$ cat config.mk
export PLATFORM = sky130hd
export DESIGN_NAME = bgh3d_cfg
export DESIGN_NICKNAME = d
export VERILOG_FILES = /design/src/hw/rtl/bgh3d_pkg.sv /design/src/hw/rtl/bgh3d_cfg.sv
export SDC_FILE = /design/constraint.sdc
export NUM_CORES = 1
export LEC_CHECK = 0
export BUFFER_PORTS_ARGS = -buffer_cell sky130_fd_sc_hd__buf_2
export CORE_MARGIN = 10
export CORE_UTILIZATION = 46
export DETAILED_ROUTE_END_ITERATION = 10
export PLACE_DENSITY = 0.76
export SKIP_LAST_GASP = 1
export SLEW_MARGIN = 20
export SYNTH_ARGS = -nofsm -noshare
export SYNTH_HDL_FRONTEND = slang
export SYNTH_SLANG_ARGS = --single-unit
$ cat constraint.sdc
create_clock -name clk -period 0.91 [get_ports clk]
set_clock_uncertainty 0.2 [all_clocks]
set_input_delay 0.182 -clock clk [delete_from_list [all_inputs] [get_ports clk]]
set_output_delay 0.182 -clock clk [all_outputs]
set_load 0.02 [all_outputs]
$ cat src/hw/rtl/bgh3d_pkg.sv
`timescale 1ns / 1ps
// Package for the 3D binary geohash block: widths, register indexes,
// pipeline stage and configuration types, per-stage dimension selection.
// No dependencies.
package bgh3d_pkg;

    localparam int COORD_W   = 32;
    localparam int HASH_W    = 32;
    localparam int LEN_W     = 6;
    localparam int DIMS_W    = 2;
    localparam int NUM_DIMS  = 3;
    localparam int NSTAGE    = HASH_W;
    localparam int IDX_W     = 4;

    localparam logic [IDX_W-1:0] REG_LOWER_X     = 4'd0;
    localparam logic [IDX_W-1:0] REG_LOWER_Y     = 4'd1;
    localparam logic [IDX_W-1:0] REG_LOWER_Z     = 4'd2;
    localparam logic [IDX_W-1:0] REG_UPPER_X     = 4'd3;
    localparam logic [IDX_W-1:0] REG_UPPER_Y     = 4'd4;
    localparam logic [IDX_W-1:0] REG_UPPER_Z     = 4'd5;
    localparam logic [IDX_W-1:0] REG_HASH_LENGTH = 4'd6;
    localparam logic [IDX_W-1:0] REG_DIMS_USED   = 4'd7;

    localparam logic [COORD_W-1:0] LOWER_RESET = 32'h8000_0000;
    localparam logic [COORD_W-1:0] UPPER_RESET = 32'h7FFF_FFFF;
    localparam logic [LEN_W-1:0]   LEN_RESET   = 6'd30;
    localparam logic [DIMS_W-1:0]  DIMS_RESET  = 2'd3;

    typedef logic signed [COORD_W-1:0] coord_t;

    // One point travelling down the bisection pipeline
    typedef struct packed {
        coord_t [NUM_DIMS-1:0] pt;
        coord_t [NUM_DIMS-1:0] lo;
        coord_t [NUM_DIMS-1:0] hi;
        logic   [HASH_W-1:0]   code;
    } stage_t;

    typedef struct packed {
        coord_t [NUM_DIMS-1:0] lower;
        coord_t [NUM_DIMS-1:0] upper;
        logic   [LEN_W-1:0]    hash_length;
        logic   [DIMS_W-1:0]   dims_used;
    } cfg_t;

    // Dimension bisected by stage idx; zero dims behaves as one
    function automatic logic [DIMS_W-1:0] stage_dim(input int unsigned idx,
                                                    input logic [DIMS_W-1:0] dims);
        logic [DIMS_W-1:0] sel;
        sel = '0;
        case (dims)
            2'd2:    sel = DIMS_W'(idx % 2);
            2'd3:    sel = DIMS_W'(idx % 3);
            default: sel = '0;
        endcase
        return sel;
    endfunction

endpackage

$ cat src/hw/rtl/bgh3d_cfg.sv
`timescale 1ns / 1ps
// Configuration register file for the 3D binary geohash block.
// Depends on bgh3d_pkg.
module bgh3d_cfg
    import bgh3d_pkg::*;
(
    input  logic               clk,
    input  logic               rst_n,
    input  logic               wr_en,
    input  logic [IDX_W-1:0]   wr_index,
    input  logic [COORD_W-1:0] wr_data,
    output cfg_t               cfg
);

    cfg_t cfg_reg;
    cfg_t cfg_next;

    always_comb
    begin
        cfg_next = cfg_reg;
        if (wr_en)
        begin
            unique case (wr_index)
                REG_LOWER_X:     cfg_next.lower[0]    = wr_data;
                REG_LOWER_Y:     cfg_next.lower[1]    = wr_data;
                REG_LOWER_Z:     cfg_next.lower[2]    = wr_data;
                REG_UPPER_X:     cfg_next.upper[0]    = wr_data;
                REG_UPPER_Y:     cfg_next.upper[1]    = wr_data;
                REG_UPPER_Z:     cfg_next.upper[2]    = wr_data;
                REG_HASH_LENGTH: cfg_next.hash_length = wr_data[LEN_W-1:0];
                REG_DIMS_USED:   cfg_next.dims_used   = wr_data[DIMS_W-1:0];
                default:         cfg_next = cfg_reg;  // drop unknown index
            endcase
        end
    end

    always_ff @(posedge clk or negedge rst_n)
    begin
        if (!rst_n)
        begin
            cfg_reg.lower       <= {NUM_DIMS{LOWER_RESET}};
            cfg_reg.upper       <= {NUM_DIMS{UPPER_RESET}};
            cfg_reg.hash_length <= LEN_RESET;
            cfg_reg.dims_used   <= DIMS_RESET;
        end
        else
        begin
            cfg_reg <= cfg_next;
        end
    end

    assign cfg = cfg_reg;

endmodule

==> impl_metrics.toml <==
[critical_path]
crit_arrival_ps = 1120
slowest_stage = "dfstp_2"
worst-path-buf-inv = 1
worst_path_dominant_cell_family = "flip-flops"
path_cells = "buf_6"
end_kind = "output port"
startpoint_type = "flop"
path_max_fanout = 2
crit_required_ps = 530
worst_path_largest_cell_delay_ps = 570
rr_worst_depth = 3
critPathKind = "reg2out"
crit_cells = 1

[route]
wire_per_inst_um = 25.6
drt_first_pass_iters = 4
ant_nets = 0
via_per_inst = 5.17
routed_wl_um = 26600
vias = 5368
dr.first_iter.drc_count = 201
drc = 0

[floorplan]
ioPinCount = 239
rows = 47
fp.dieArea_sq_um = 22400
fp.coreArea_sq_um = 16500
start_util_pct = 46.8
die_y_um = 150
die_w_um = 150

[global_route]
antenna_found_initial = 0
track_usage_pct = 22.7
grt_pass1_vias = 6001
overflow = 0
grt_pass1_wl_um = 38100
grt_max_degree = 39

[logic_synthesis]
yosysTopAreaCell = "dfstp_2"
synth-simple-area-share_pct = 1.29
async_flop_share_pct = 100
synth_edf_count = 0
synthTopCellsByCount = "mux2_2, dfstp_2, dfrtp_1"
ys_types = 17
synth.area.top_cells = "dfstp_2, dfrtp_1, mux2_2"
yosys_warnings = 0
syn-cell-area_sq_um = 7730
synth_cells = 434
syn_nets = 473
synth_top_family_by_area = "multiplexers"
synth-xor-area-share_pct = 0
synth.area.mux_share_pct = 30.6
synth_compound_area_share_pct = 0
synthAdderAreaFrac_pct = 0
synth_top_area_share_pct = 34.7
yosysMostFrequentCell = "mux2_2"
syn_area_per_cell_sq_um = 17.8
synthFlopType = "dfstp_2"
ys_ff_latch = 200
yosysSeqAreaShare_pct = 66.4

[finish]
area_growth_pct = 65.4
final_util_pct = 77.4
drive_gt1_share_pct = 87.2
fillCellCount = 885
instances_no_fill = 1039
largest_reg_flops = 200
layout.nets = 845
fin_area_sq_um = 12800
antenna_cells = 0

[cts]
ctsHtreeMaxLevel = 4
clock-sinks = 200
cts_tree = "built"
cts_made_buffers = 17
clk_pin_slew_ps = 70
cts_buffer_depth = 2
cts-root-buf = "clkbuf_16"
insertion_delay_ps = 420

[sta]
slew-limit-headroom_pct = 74.0
max_freq_mhz = 668
setup_violations = 403
setup_tns_ps = -179800
hold_violations = 395
timing.final.ws_setup_ps = -587
whs_ps = -593
slew_viol_final = 0
fin_crit_sh_pct = 165
worst_slew_pin_slew_ps = 388
period_needed_ps = 1500
grt_setup_unrepaired = "true"

[place]
dp_slack_ps = -910
place_area_sq_um = 9630
placed_cells = 905
dp_hpwl_um = 15100
portBuffers = 238
gp_congestion = 0.788

[min_path]
hold_path.class = "in2async"

[run_status]
violations = "hold timing, setup timing"
status = "complete, but fails checks"

[power_and_ir_drop]
peakVddDrop_v = 0.00151
power_density_nw_per_um2 = 2640
totalPowerFinal_mw = 33.7
p_leak_nw = 6.10

[run]
drv_cap = 0
power by group:
group	internal [mW]	switching, mW
registers	11.8	1.77
logic	7.21	5.31
clock network	4.29	3.35
total	23.3	10.4
cell usage in the layout (no fill, tap or decap), types with 5 or more instances in the layout:
master	netlist	routed
buf_4	3	89
buf_16	0	5
buf_2	13	36
buf_6	3	214
buf_12	0	21
clkbuf_16	0	20
mux2_2	169	95
mux2_4	30	105
dfrtp_1	98	98
dfstp_2	102	102
buf_8	0	6
path summary, 6_finish.rpt:
path                                           start                    to  slack (ps)
worst max-delay path             cfg[95]$_DFFE_PN1P_               cfg[95]        -590
worst min-delay path                           rst_n  cfg[122]$_DFFE_PN0P_        -590
worst max register to register  cfg[130]$_DFFE_PN0P_  cfg[130]$_DFFE_PN0P_        -340
worst min register to register  cfg[190]$_DFFE_PN0P_  cfg[190]$_DFFE_PN0P_         330
max in group asynchronous                      rst_n   cfg[31]$_DFFE_PN1P_           0
min in group clk                         wr_data[14]   cfg[54]$_DFFE_PN1P_        -130
cells by family after synthesis:
family | Yosys count
multiplexers | 200
flip-flops | 200
buffers and inverters | 22
AND/OR/NAND/NOR | 12
worst register-to-register path, stage by stage, from the launching register on:
cell	delay, ps
dfrtp_1	410
buf_4	150
buf_4	120
mux2_2	260
per-layer routing:
layer | up-vias | track usage (%) | part of all wire (%)
li1 | 2280 | - | -
met4 | 0 | 7.07 | 2.0
met5 | - | 0 | 0
met1 | 2826 | 26.7 | 40
met3 | 35 | 8.45 | 8.4
met2 | 227 | 37.8 | 50
cell type report:
cell class              count  area [sq um]  area share (%)
flip-flops and latches    200          5130            40.1
multi-input cells         212          2790            21.8
well taps                 220           275            2.15
clock inverters            10           118           0.920
clock buffers              22           474            3.71
repair buffers            375          3990            31.2
what timing repair did:
item,CTS,global route
buffers inserted,63,36
hold endpoints to repair,400,400
setup endpoints to repair,400,403
hold buffers,1,1
pin swaps,5,4
cloned,13,3
resized for setup,454,57
Note: power is estimated with default switching activity, not from simulation.
