`src/hw/rtl/bgh3d_pkg.sv`:
```
`timescale 1ns / 1ps
// Package for the 3D binary geohash block: widths, register indexes,
// pipeline stage and configuration types, per-stage dimension selection.
// No dependencies.
package bgh3d_pkg;

    localparam int COORD_W   = 32;
    localparam int HASH_W    = 32;
    localparam int LEN_W     = 6;
    localparam int DIMS_W    = 2;
    localparam int NUM_DIMS  = 3;
    localparam int NSTAGE    = HASH_W;
    localparam int IDX_W     = 4;

    localparam logic [IDX_W-1:0] REG_LOWER_X     = 4'd0;
    localparam logic [IDX_W-1:0] REG_LOWER_Y     = 4'd1;
    localparam logic [IDX_W-1:0] REG_LOWER_Z     = 4'd2;
    localparam logic [IDX_W-1:0] REG_UPPER_X     = 4'd3;
    localparam logic [IDX_W-1:0] REG_UPPER_Y     = 4'd4;
    localparam logic [IDX_W-1:0] REG_UPPER_Z     = 4'd5;
    localparam logic [IDX_W-1:0] REG_HASH_LENGTH = 4'd6;
    localparam logic [IDX_W-1:0] REG_DIMS_USED   = 4'd7;

    localparam logic [COORD_W-1:0] LOWER_RESET = 32'h8000_0000;
    localparam logic [COORD_W-1:0] UPPER_RESET = 32'h7FFF_FFFF;
    localparam logic [LEN_W-1:0]   LEN_RESET   = 6'd30;
    localparam logic [DIMS_W-1:0]  DIMS_RESET  = 2'd3;

    typedef logic signed [COORD_W-1:0] coord_t;

    // One point travelling down the bisection pipeline
    typedef struct packed {
        coord_t [NUM_DIMS-1:0] pt;
        coord_t [NUM_DIMS-1:0] lo;
        coord_t [NUM_DIMS-1:0] hi;
        logic   [HASH_W-1:0]   code;
    } stage_t;

    typedef struct packed {
        coord_t [NUM_DIMS-1:0] lower;
        coord_t [NUM_DIMS-1:0] upper;
        logic   [LEN_W-1:0]    hash_length;
        logic   [DIMS_W-1:0]   dims_used;
    } cfg_t;

    // Dimension bisected by stage idx; zero dims behaves as one
    function automatic logic [DIMS_W-1:0] stage_dim(input int unsigned idx,
                                                    input logic [DIMS_W-1:0] dims);
        logic [DIMS_W-1:0] sel;
        sel = '0;
        case (dims)
            2'd2:    sel = DIMS_W'(idx % 2);
            2'd3:    sel = DIMS_W'(idx % 3);
            default: sel = '0;
        endcase
        return sel;
    endfunction

endpackage

```
`src/hw/rtl/bgh3d_stage.sv`:
```
`timescale 1ns / 1ps
// One bisection stage: midpoint of the selected dimension and, when active,
// one hash bit and bound update; registered output. Depends on bgh3d_pkg.
module bgh3d_stage
    import bgh3d_pkg::*;
(
    input  logic              clk,
    input  logic              rst_n,
    input  logic              en,
    input  logic              in_valid,
    input  stage_t            in_data,
    input  logic [DIMS_W-1:0] dim_sel,
    input  logic              active,
    output logic              out_valid,
    output stage_t            out_data
);

    logic signed [COORD_W:0]   sum;
    logic signed [COORD_W:0]   rnd;
    logic signed [COORD_W-1:0] mid;
    logic signed [COORD_W-1:0] lo_sel;
    logic signed [COORD_W-1:0] hi_sel;
    logic signed [COORD_W-1:0] pt_sel;
    logic                      bit_val;
    logic                      valid_reg;
    stage_t                    data_reg;
    stage_t                    data_next;

    always_comb
    begin
        case (dim_sel)
            2'd1:
            begin
                lo_sel = $signed(in_data.lo[1]);
                hi_sel = $signed(in_data.hi[1]);
                pt_sel = $signed(in_data.pt[1]);
            end
            2'd2:
            begin
                lo_sel = $signed(in_data.lo[2]);
                hi_sel = $signed(in_data.hi[2]);
                pt_sel = $signed(in_data.pt[2]);
            end
            default:
            begin
                lo_sel = $signed(in_data.lo[0]);
                hi_sel = $signed(in_data.hi[0]);
                pt_sel = $signed(in_data.pt[0]);
            end
        endcase
    end

    // Half-sum rounded half away from zero: add one before the shift only
    // for a non-negative sum
    assign sum     = {lo_sel[COORD_W-1], lo_sel} + {hi_sel[COORD_W-1], hi_sel};
    assign rnd     = (sum + $signed({{COORD_W{1'b0}}, ~sum[COORD_W]})) >>> 1;
    assign mid     = rnd[COORD_W-1:0];
    assign bit_val = (pt_sel >= mid);

    always_comb
    begin
        data_next = in_data;
        if (active)
        begin
            data_next.code = {in_data.code[HASH_W-2:0], bit_val};
            if (bit_val)
                data_next.lo[dim_sel] = mid;
            else
                data_next.hi[dim_sel] = mid;
        end
    end

    always_ff @(posedge clk or negedge rst_n)
    begin
        if (!rst_n)
            valid_reg <= 1'b0;
        else if (en)
            valid_reg <= in_valid;
    end

    always_ff @(posedge clk)
    begin
        if (en && in_valid)
            data_reg <= data_next;
    end

    assign out_valid = valid_reg;
    assign out_data  = data_reg;

endmodule
```
`config.mk`:
```
export PLATFORM = sky130hd
export DESIGN_NAME = bgh3d_stage
export DESIGN_NICKNAME = d
export VERILOG_FILES = /design/src/hw/rtl/bgh3d_pkg.sv /design/src/hw/rtl/bgh3d_stage.sv
export SDC_FILE = /design/constraint.sdc
export NUM_CORES = 1
export LEC_CHECK = 0
export BUFFER_PORTS_ARGS = -buffer_cell sky130_fd_sc_hd__buf_2
export CORE_AREA = 5 5 247 249
export CTS_CLUSTER_DIAMETER = 80
export DETAILED_ROUTE_END_ITERATION = 10
export DIE_AREA = 0 0 252 254
export HOLD_SLACK_MARGIN = 0.12
export SKIP_LAST_GASP = 1
export SLEW_MARGIN = 15
export SYNTH_ARGS = -nofsm -noshare
export SYNTH_HDL_FRONTEND = slang
export SYNTH_SLANG_ARGS = --single-unit
```
`constraint.sdc`:
```
create_clock -name clk -period 0.95 [get_ports clk]
set_input_delay 0.19 -clock clk [delete_from_list [all_inputs] [get_ports clk]]
set_output_delay 0.19 -clock clk [all_outputs]
set_load 0.005 [all_outputs]
```
==> out/qor.log <==
qor: finish.sequential_cell_area 9630 um2
qor: die.rows 89
qor: synth.netlist_top_cells_area edfxtp_1, mux2_2, ha_1
qor: finish.fillCellCount 4752
qor: synth.synth_compound_area_share 15.0%
qor: cts.root_buffer clkbuf_16
qor: power.pwr_density_cell 1930 nW/um2
qor: die.die_w 252 um
qor: cts.tritoncts.num_buffers 40
qor: synth.gate_count_post_synth 1536
qor: synth.yosysWarningCount 0
qor: job.maxCapViolCount 0
qor: die.core_region_area 58500 um2
qor: power.worst_case_vdd_ir_drop 1330 uV
qor: synth.synthMuxAreaShare 9.84%
qor: setup_path.crit_path_max_fanout 10
qor: power.seq_power_share 27.6%
qor: synth.postSynthAreaPerCell 11.5 um2
qor: global_routing.grt_pass1_wl 135000 um
qor: setup_path.worst_setup_path_end_kind flop
qor: worst_hold_path.hold_path.class in -> reg
qor: sta.slew_headroom 64.1%
qor: sta.rsz_0062_raised_after_global_routing yes
qor: setup_path.required 1.25 ns
qor: power.clock_power_share 25.0%
qor: synth.synth_edf_count 320
qor: power.power.switching 22800 uW
qor: setup_path.cpMostUsedCell buf_4
qor: route.drt_pass1_iterations 6
qor: global_routing.grt_util_all_layers 28.1%
qor: placed_design.place.detailed.hpwl 70600 um
qor: synth.seq_cells_post_synth 321
qor: finish.layout.cells.most_common buf_2
qor: die.fp.dieH 254 um
qor: route.wl_per_cell 25.5 um
qor: placed_design.io_buf_count 647
qor: synth.net_count_after_synthesis 1932
qor: finish.synthToLayoutAreaGrowth 87.5%
qor: power.swShare 35.5%
qor: placed_design.post_dp_cell_area 26100 um2
qor: cts.worstSkewPairLatency 0.55 ns
qor: sta.finClkSkew 0 ns
qor: synth.main_combinational_cell_family_by_area_after_synthesis compound AO/OA/AOI/OAI gates
qor: power.intPower 41300 uW
qor: sta.postLayoutSetupSlackWorst -5.62 ns
qor: sta.layout_worst_path_cycle_share 691%
qor: power.p_leak 0.0146 uW
qor: die.start_util 30.3%
qor: synth.yosysTopAreaCell edfxtp_1
qor: route.detailedRoute.firstIterationViolations 1930
qor: run_status.violations negative setup slack
qor: finish.finish.instance_area 33200 um2
qor: sta.setup-violations-final 521
qor: die.floorplan.die_area 64000 um2
qor: setup_path.critPathMaxStageDelay 0.40 ns
qor: synth.synth_xor_xnor_area_share 2.74%
qor: setup_path.critical_path.startpoint_type input pin
qor: route.detail_route.drc_violations 0
qor: setup_path.worst-endpoint-arrival 6.87 ns
qor: finish.multi_input_area 8980 um2
qor: run_status.status complete, but fails checks
qor: global_routing.pin_count_of_the_biggest_net_entering_global_routing 51
qor: synth.post_synth_adder_cell_area 4.91%
qor: synth.most_common_flop_cell_mapped_by_yosys edfxtp_1
qor: route.total_via_count_after_detailed_routing 20400
qor: cts.cts_max_level 2
qor: cts.cts.path.max_buffers 3
qor: synth.yosysSeqAreaShare 54.4%
qor: finish.layout.nets 3421
qor: cts.postCtsHoldBufs 321
qor: route.drt_wl_total 98100 um
qor: cts.cts_num_sinks 321
qor: die.design.portCount 648
qor: placed_design.place_congestion 0.980
qor: synth.post_synth_instance_area 17700 um2
qor: global_routing.grt_antenna_before_repair 23
qor: global_routing.globalRoute.totalOverflow 0
qor: global_routing.grt_pass1_vias 20500
qor: route.vias_per_std_cell 5.31
qor: synth.synth_async_sr_flop_share 0.312%
qor: setup_path.timing.critical_path.slowest_stage_cell a2111o_1
qor: synth.post-synth-top-area-fraction 54.2%
qor: cts.cts_tree built
qor: sta.max_slew_violation_count 0
qor: route.antenna_left 0
qor: synth.synthDistinctLibCells 76
qor: sta.fin_hold_ws 0.119 ns
qor: sta.hold_viol 0
qor: power.combinationalPowerShare 47.4%
qor: synth.basic_gate_share_of_the_synthesized_area_counting_and_or_nand_and_nor_cells 9.72%
qor: cts.clk_pin_slew 0.06 ns
qor: finish.mostFrequentLayoutCells buf_2, buf_4, dlygate4sd3_1
qor: sta.fin_crit 6.57 ns
qor: setup_path.worst-setup-path-type in -> reg
qor: finish.layout-drive-gt1-share 54.1%
qor: sta.achievable-frequency 152 MHz
qor: sta.tightestPinTransition 0.538 ns
==> repair_timing <==
item,in CTS,in global routing
pin swaps,61,30
endpoints found under the hold margin,322,2
gates cloned,16,5
resized for setup,278,151
endpoints found under the setup margin,520,528
buffers inserted,49,22
==> worst max-delay path, delay by kind of cell <==
kind | cells | cell delay (ns)
mux | 1 | 0.31
simple gates | 6 | 1.15
compound gates | 10 | 2.29
buf+inv | 11 | 1.54
fa+ha+maj | 3 | 0.93
xor+xnor | 2 | 0.40
==> per-stage QoR <==
step / setup slack [ns] / setup TNS [ns] / cells / utilization (%) / total power, uW
finish: -5.62 / -1170.40 / 3847 / 56.8 / 64100
global route: -5.86 / -1225.77 / 3843 / 56.8 / 66500
CTS: -5.53 / -1156.16 / 3805 / 55.4 / 62200
floorplan: -5.95 / -1732.80 / 1536 / - / 28700
global placement: -6.48 / -1303.72 / 3349 / 44.7 / 42100
detailed placement: -6.69 / -1350.11 / 3349 / 44.7 / 42400
==> final timing paths <==
path | startpoint | end | depth (start not counted) | slack (ns)
max | dim_sel[0] | out_data[205] | 33 | -5.62
min | in_data[133] | out_data[133] | 3 | 0.12
max reg2reg | out_valid | out_valid | 2 | 0.08
min reg2reg | out_valid | out_valid | 2 | 0.61
max in group asynchronous | rst_n | out_valid | 3 | 0.33
min in group asynchronous | rst_n | out_valid | 3 | 0.52
==> cells in the mapped netlist (4+ instances only) <==
master	number
buf_2	11
o21ai_1	5
o21ai_0	99
o21a_1	6
a211oi_1	6
o21bai_1	4
mux2i_1	20
clkbuf_1	61
nand2_1	112
nand4_1	18
and3_1	10
xor2_1	19
xnor2_1	29
a21oi_1	134
inv_1	68
nor4_1	5
nor2_1	143
o2111ai_1	5
and2_1	4
nor2b_1	4
edfxtp_1	320
a22oi_1	98
and4_1	7
nand3_1	14
o211ai_1	10
mux2_2	137
buf_1	11
ha_1	68
or3_1	6
nor3_1	14
a21o_1	24
==> layer usage <==
| metal | global-route usage (%) | up-vias | share of wire [%] |
|---|---|---|---|
| li1 | - | 8827 | - |
| met1 | 35.0 | 9904 | 38 |
| met2 | 46.8 | 1360 | 47 |
| met3 | 5.94 | 320 | 9.4 |
| met4 | 13.5 | 6 | 5.8 |
| met5 | 0 | - | 0.038 |
==> state kept, by name, summed over array words and instances (netlist names) <==
| register | flops |
|---|---|
| out_data | 320 |
| out_valid | 1 |
==> power by group through the flow <==
stage | sequential (uW) | combinational, uW | clock, uW
6_report | 17700 | 30400 | 16000
5_1_grt | 17700 | 32000 | 16800
4_1_cts | 17700 | 28400 | 16200
3_5_place_dp | 17900 | 24500 | 0
3_3_place_gp | 17900 | 24200 | 0
2_1_floorplan | 17900 | 10800 | 0
==> area by class of cell <==
type | count | area share [%]
inverter | 68 | 0.832
clock inverter | 29 | 0.960
sequential | 321 | 29.0
clock buffer | 44 | 3.12
tap | 773 | 2.91
antenna | 18 | 0.136
multi-input combinational | 1061 | 27.0
timing repair buffer | 1533 | 36.0
==> kinds of logic (layout without fill, tap and decap cells) <==
| kind of cell | Yosys count | after routing |
|---|---|---|
| AOI/OAI and AO/OA | 420 | 420 |
| and+or+nand+nor | 363 | 363 |
| DFF | 321 | 321 |
| muxes | 157 | 157 |
| buffers and inverters | 154 | 1674 |
| adders and majority gates | 69 | 69 |
| xor gates and xnor gates | 52 | 52 |
| other | 0 | 18 |
Power figures use the tool's default switching activity.
